--- src/rtl/assert_macros.svh ---
// Assertion macros used by broadcast_strided_offset.
// Define ASSERT_OFF to compile the assertions out.
`ifndef ASSERT_MACROS_SVH
`define ASSERT_MACROS_SVH
`ifndef ASSERT_OFF
`define ASSERT_IMPLIES(label, clk, rst, ante, cons) \
   label: assert property (@(posedge clk) disable iff (rst) (ante) |-> (cons)) \
      else $error("assertion failed");
`define ASSERT_NEXT(label, clk, rst, ante, cons) \
   label: assert property (@(posedge clk) disable iff (rst) (ante) |=> (cons)) \
      else $error("assertion failed");
`else
`define ASSERT_IMPLIES(label, clk, rst, ante, cons)
`define ASSERT_NEXT(label, clk, rst, ante, cons)
`endif
`endif

--- src/rtl/bso_pkg.sv ---
// Package of the broadcast strided offset block: widths, codes, defaults.
// No dependencies.
package bso_pkg;
   localparam int IDX_W     = 63;
   localparam int OFF_W     = 35;
   localparam int CNT_W     = 64;
   localparam int CFG_W     = 64;
   localparam int BASE_W    = 32;
   localparam int OPC_W     = 2;
   localparam int CSR_IDX_W = 3;

   localparam int MAX_RANK_DEF     = 4;
   localparam int DIM_BITS_DEF     = 16;
   localparam int NUM_OPERANDS_DEF = 2;

   localparam logic [CFG_W-1:0] RESET_SHAPE = 64'h0001_0001_0001_0001;

   typedef enum logic [1:0] {
      ST_OK    = 2'd0,
      ST_RANGE = 2'd1,
      ST_SHAPE = 2'd2
   } status_type;

   typedef enum logic [CSR_IDX_W-1:0] {
      REG_OPERAND_COUNT = 3'd0,
      REG_SHAPE_A       = 3'd1,
      REG_SHAPE_B       = 3'd2,
      REG_STRIDE_A      = 3'd3,
      REG_STRIDE_B      = 3'd4,
      REG_BASE_A        = 3'd5,
      REG_BASE_B        = 3'd6
   } csr_reg_type;
endpackage

--- src/rtl/bso_shape.sv ---
// Broadcast shape, compatibility, effective strides and element count,
// derived from the configuration registers. Depends on bso_pkg.
module bso_shape #(
   parameter int MAX_RANK     = bso_pkg::MAX_RANK_DEF,
   parameter int DIM_BITS     = bso_pkg::DIM_BITS_DEF,
   parameter int NUM_OPERANDS = bso_pkg::NUM_OPERANDS_DEF
) (
   input  logic                               clock,
   input  logic [bso_pkg::OPC_W-1:0]          operand_count,
   input  logic [bso_pkg::CFG_W-1:0]          shape_a,
   input  logic [bso_pkg::CFG_W-1:0]          shape_b,
   input  logic [bso_pkg::CFG_W-1:0]          stride_a,
   input  logic [bso_pkg::CFG_W-1:0]          stride_b,
   output logic [MAX_RANK-1:0][DIM_BITS-1:0]  bshape,
   output logic [MAX_RANK-1:0][DIM_BITS-1:0]  stride0,
   output logic [MAX_RANK-1:0][DIM_BITS-1:0]  stride1,
   output logic                               two_ops,
   output logic                               bad,
   output logic [bso_pkg::CNT_W-1:0]          count
);
   import bso_pkg::*;

   localparam logic [DIM_BITS-1:0] ONE  = DIM_BITS'(1);
   localparam logic [DIM_BITS-1:0] ZERO = '0;
   localparam int PW = CNT_W + DIM_BITS;

   function automatic logic [DIM_BITS-1:0] field(input logic [CFG_W-1:0] r, input int d,
                                                 input logic [DIM_BITS-1:0] beyond);
      logic [CFG_W-1:0] sh;
      if (d * DIM_BITS >= CFG_W) return beyond;
      sh = r >> (d * DIM_BITS);
      return sh[DIM_BITS-1:0];
   endfunction

   logic                              two_in, two_ff;
   logic [MAX_RANK-1:0]               bad_in;
   logic                              bad_ff;
   logic [MAX_RANK-1:0][DIM_BITS-1:0] bshape_in, bshape_ff;
   logic [MAX_RANK-1:0][DIM_BITS-1:0] st0_in, st0_ff, st1_in, st1_ff;

   assign two_in = (NUM_OPERANDS >= 2) && operand_count[1];

   always_comb begin
      logic [DIM_BITS-1:0] sa, sb;
      for (int d = 0; d < MAX_RANK; d++) begin
         sa = field(shape_a, d, ONE);
         sb = field(shape_b, d, ONE);
         st0_in[d] = (sa == ONE) ? ZERO : field(stride_a, d, ZERO);
         st1_in[d] = (sb == ONE) ? ZERO : field(stride_b, d, ZERO);
         if (two_in) begin
            bad_in[d]    = (sa != ONE) && (sb != ONE) && (sa != sb);
            bshape_in[d] = (sa == ONE) ? sb : sa;
         end else begin
            bad_in[d]    = 1'b0;
            bshape_in[d] = sa;
         end
      end
   end

   always_ff @(posedge clock) begin
      two_ff    <= two_in;
      bad_ff    <= |bad_in;
      bshape_ff <= bshape_in;
      st0_ff    <= st0_in;
      st1_ff    <= st1_in;
   end

   // running product, one dimension per register stage
   logic [CNT_W-1:0] c_ff [MAX_RANK];
   logic             z_ff [MAX_RANK];
   logic             s_ff [MAX_RANK];

   for (genvar d = 0; d < MAX_RANK; d++) begin : g_cnt
      logic [CNT_W-1:0] c_prev;
      logic             z_prev, s_prev;
      logic [PW-1:0]    full;
      if (d == 0) begin : g_first
         assign c_prev = CNT_W'(1);
         assign z_prev = 1'b0;
         assign s_prev = 1'b0;
      end else begin : g_next
         assign c_prev = c_ff[d-1];
         assign z_prev = z_ff[d-1];
         assign s_prev = s_ff[d-1];
      end
      assign full = PW'(c_prev) * PW'(bshape_ff[d]);
      always_ff @(posedge clock) begin
         c_ff[d] <= full[CNT_W-1:0];
         z_ff[d] <= z_prev || (bshape_ff[d] == ZERO);
         s_ff[d] <= s_prev || (|full[PW-1:CNT_W]);
      end
   end

   assign bshape  = bshape_ff;
   assign stride0 = st0_ff;
   assign stride1 = st1_ff;
   assign two_ops = two_ff;
   assign bad     = bad_ff;
   assign count   = z_ff[MAX_RANK-1] ? '0 : (s_ff[MAX_RANK-1] ? '1 : c_ff[MAX_RANK-1]);
endmodule

--- config.mk ---
export PLATFORM = sky130hd
export DESIGN_NAME = bso_shape
export DESIGN_NICKNAME = d
export VERILOG_FILES = /design/src/rtl/assert_macros.svh /design/src/rtl/bso_pkg.sv /design/src/rtl/bso_shape.sv
export SDC_FILE = /design/constraint.sdc
export NUM_CORES = 2
export LEC_CHECK = 0
export ABC_AREA = 1
export BUFFER_PORTS_ARGS = -buffer_cell sky130_fd_sc_hd__buf_2
export CAP_MARGIN = 30
export CORE_MARGIN = 10
export CORE_UTILIZATION = 55
export DETAILED_ROUTE_END_ITERATION = 8
export PLACE_DENSITY = 0.74
export SLEW_MARGIN = 20
export SYNTH_ARGS = -nofsm -noshare
export SYNTH_HDL_FRONTEND = slang
export SYNTH_SLANG_ARGS = --single-unit
export TNS_END_PERCENT = 20
--- constraint.sdc ---
create_clock -name clock -period 13.25 [get_ports clock]
set_clock_uncertainty 0.05 [all_clocks]
set_input_delay 2.65 -clock clock [delete_from_list [all_inputs] [get_ports clock]]
set_output_delay 2.65 -clock clock [all_outputs]
set_load 0.02 [all_outputs]
# == Word level (Yosys, flattened, before mapping) ==
# Memories as Yosys holds them, arrays and structs flattened.
# Cells that the tools add are included.
# word_totals
register_bits,194
mem_bits_rw,264
in_bits,259
elab_cells,76
n_memories,3
# mem_list
memory,depth,word_bits,rd,rd_clocked_by_memory_dff,write_ports,line,source
c_ff,4,64,4,0,4,bso_shape.sv:69,logic [CNT_W-1:0] c_ff [MAX_RANK];
s_ff,4,1,4,0,4,bso_shape.sv:71,logic s_ff [MAX_RANK];
z_ff,4,1,4,0,4,bso_shape.sv:70,logic z_ff [MAX_RANK];
# op_classes
n_mul,3
n_eq_ne,20
muxes,14
n_reduce_logical,22
# op_table
cell,count
multiplier 64 x 16 -> 80 bit,3
"== test 16 x 1 -> 1 bit, second input constant",8
2-to-1 mux 16 bit,8
2-to-1 mux 64 bit,2
"!= test 16 x 1 -> 1 bit, second input constant",8
logical NOT 16 bit,4
!= test 16 bit,4
OR reduction 16 bit,3
logical AND 1 bit,8
logical OR 1 bit,6
2-to-1 mux 1 bit,4
OR reduction 4 bit,1

# == Logic depth before layout (Yosys ltp) ==
# logic_depth
depth_word,5
mapped_depth,32

# == Worst setup path after synthesis ==
# No wires, ideal clock.
# synth_path
path_kind,reg2reg
start,"register bshape_ff, in the netlist bshape[49]"
end,memory c_ff[3][63]
t_arrival_ps,5715
slack_ps,7373
stages_incl_launch_ff,32
path_buffers,2
synth_period_minus_slack_ps,5877
cell_sequence,dfxtp_1 clkbuf_1 buf_1 nand2_1 fa_1 inv_1 fa_1 inv_1 fa_1 inv_1 fa_1 fa_1 inv_1 fa_1 inv_1 ha_1 nand2_1 inv_1 nand2_1 nand2_1 inv_1 nand2_1 nand2_1 nand3_1 nand2_1 nand2_1 nand3_1 nand3_2 a21oi_2 inv_2 nand2_1 nand2_1
# synth_rtl
item,line,source
start: declaration,bso_shape.sv:38,"logic [MAX_RANK-1:0][DIM_BITS-1:0] bshape_in, bshape_ff;"
start signal: assignment,bso_shape.sv:63,bshape_ff <= bshape_in;
end: declaration,bso_shape.sv:69,

==> impl_results.md <==
* Status: finished clean
* Distinct cell type count after synthesis at 52
* Crit. End Element: register
* Setup TNS at 0 ps
* Sequential area share after synthesis at 11.04%
* Post-CTS Hold Buffers at 0
* Syn_nets at 10720
* Dpl cells at 10430
* Crit path kind: register to register
* FMAX at 0.1379 GHz
* Largest net degree at the start of global routing at 65
* Relative slew slack at 31.45%
* Clock sink count at 368
* Worst Max-Slew Pin Slew at 1027 ps
* Worst setup SP type: register
* CP Max Fanout at 24
* Syn avg cell area at 7.683 sq um
* CP max stage delay at 920 ps
* Design Area, Final at 71650 sq um
* TritonCTS clock tree: built
* DRT Pass-1 Iters at 7
* Routed WL per cell at 19.91 um
* Layout cell share with drive strength beyond 1 at 8.351%
* Post-CTS sizing at 0
* Post-Syn Area at 66710 sq um
* CP Cell Sequence: buf_4 -> nand2_1 -> fa_1 -> inv_1 -> fa_1 -> inv_1 -> fa_1 -> fa_1 -> fa_1 -> inv_1 -> fa_1 -> ha_1 -> nand2_1 -> nor2_1 -> inv_1 -> nor4_2 -> nand4_1 -> nand3_1 -> nand3_1 -> nand2_1 -> xor2_1
* Initial DRC Count at 4097
* Placed instance area at 70060 sq um
* Via density at 5.281
* CP top delay family: adder cells
* Core ar. at 120100 sq um
* Asr flop ratio synth at 0%
* Tmin final at 7250 ps
* # rows at 127
* Starting density of the core at 55.53%
* Synth Register Bits at 368
* Die area at 135600 sq um
* Filler Cells Inserted at 10920
* Final setup viols at 0
* Vias in the first global route at 61340
* Critical path data arrival time at 7760 ps
* Required time worst endpoint at 13760 ps
* Post-synth EDFFs at 0
* Ys Warns at 0
* GRT Overall Usage at 31.17%
* Die W at 368.3 um
* Via count at 55520
* Maxcap violations at 0
* Mapped Cells at 8682
* Dominant synthesized flop cell: dfxtp_1
* Slew Viols, Final at 0
* Postcts setup bufs at 0
* Synthesis-to-layout area growth at 7.417%
* Clk buf depth at 3
* Final ANT Viol Nets at 0
* Clock Pin Slew Worst Setup and Hold Paths at 60 ps
* Gpl congestion at 0.9939
* Worst Hold Class: register to register
* CTS H-tree depth at 2
* CP dominant cell by count: fa_1
* DP Wirelength at 167000 um
* Final WL at 209300 um
* Antenna violations before repair at 12
* Final non-filler cell total at 10510
* Final cycle utilization of the critical path at 54.71%
* Ports at 517
* First-pass GRT wire length at 332400 um
* Die height at 368.3 um
* Latest clock arrival within the worst-skew pair at 670 ps
* DRC Markers at 0
* # nets final at 10900
* RSZ-0062 raised after global routing: no
* Root Buffer Master: clkbuf_16
* Crit path buf inv count at 5
* CP max-delay cell: dfxtp_1
* Final hold vios at 0
* Number of port buffers at 515
* Total CTS buffers at 44
* GR Overflow Total at 0
[Yosys cell counts (all sizes together), types with 33 or more instances]
master / instances / area share, %
inv: 2442 / 14
nand2: 2380 / 13
fa: 1383 / 42
nor2: 498 / 2.8
ha: 393 / 7.4
clkbuf: 380 / 2.1
dfxtp: 368 / 11
a21oi: 166 / 1.3
o21ai: 129 / 1.0
xor2: 106 / 1.4
nand3: 78 / 0.62
xnor2: 58 / 0.76
nand4: 54 / 0.51
buf: 50 / 0.28
nor3: 42 / 0.35
a31oi: 33 / 0.31
[area by class of cell]
class / count / area (sq um) / share of cell area (%)
well taps: 1612 / 2017 / 2.815
flip-flops and latches: 368 / 7390 / 10.31
diodes: 3 / 7.507 / 0.01048
inverters: 2446 / 9181 / 12.81
repair buffers: 563 / 2942 / 4.105
clock buffers: 57 / 1210 / 1.689
multi-input cells: 5438 / 48540 / 67.75
clock inverters: 25 / 364.1 / 0.5081
[state kept, by name (all words and copies together), names as in the netlist]
register	count
z_ff	4
stride1	64
bad	1
bshape	64
s_ff	1
stride0	64
c_ff	169
two_ops	1
[metrics by stage]
stage                     setup WS, ps  utilization, %  hold WS (ps)
after global routing              5704           59.64         328.3
after CTS                         6290           59.63         321.7
final                             6000           59.65         311.1
after detailed placement          6354           58.32         312.2
after floorplan                   7373               -         339.9
after global placement            6367           58.32         310.7
[final timing paths]
kind	startpoint	end	slack, ps	cells after the start
setup / recovery	bshape[38]$_DFF_P_	c_ff[2][48]$_DFF_P_	6000	21
hold / removal	bshape[8]$_DFF_P_	c_ff[0][8]$_DFF_P_	310	0
setup reg to reg	bshape[38]$_DFF_P_	c_ff[2][48]$_DFF_P_	6000	21
hold reg to reg	bshape[8]$_DFF_P_	c_ff[0][8]$_DFF_P_	310	0
[cell usage in the layout, fill, tap and decap left out, types with 26 or more instances in the layout]
cell | Yosys | routed
ha_1 | 393 | 393
nand4_1 | 54 | 54
xor2_1 | 106 | 106
a31oi_1 | 33 | 33
xnor2_1 | 58 | 58
o21ai_0 | 120 | 120
fa_1 | 1383 | 1383
nand3_1 | 74 | 74
nand2_1 | 2357 | 2357
a21oi_1 | 158 | 158
nor2_1 | 491 | 491
nor3_1 | 38 | 38
buf_2 | 1 | 515
inv_1 | 2419 | 2419
clkbuf_16 | 0 | 44
o21bai_1 | 26 | 26
dfxtp_1 | 368 | 350
buf_4 | 0 | 47
[kinds of logic after synthesis]
family	synth area share [%]
mux	0.03376
simple gates	18.21
flops	11.04
fa+ha+maj	48.88
xor+xnor	2.153
compound gates	3.498
buf+inv	16.19
[routing by layer]
| layer | track usage (%) | vias to the layer above | routed length (um) |
|---|---|---|---|
| li1 | - | 24800 | - |
| met4 | 17.96 | 10 | 14540 |
| met1 | 36.15 | 27110 | 74660 |
| met2 | 52.15 | 2920 | 98350 |
| met5 | 0 | - | 55 |
| met3 | 7.971 | 678 | 21720 |
Power is not shown: default switching activity piles up to over one toggle a cycle in this logic, so the estimate is an artifact.
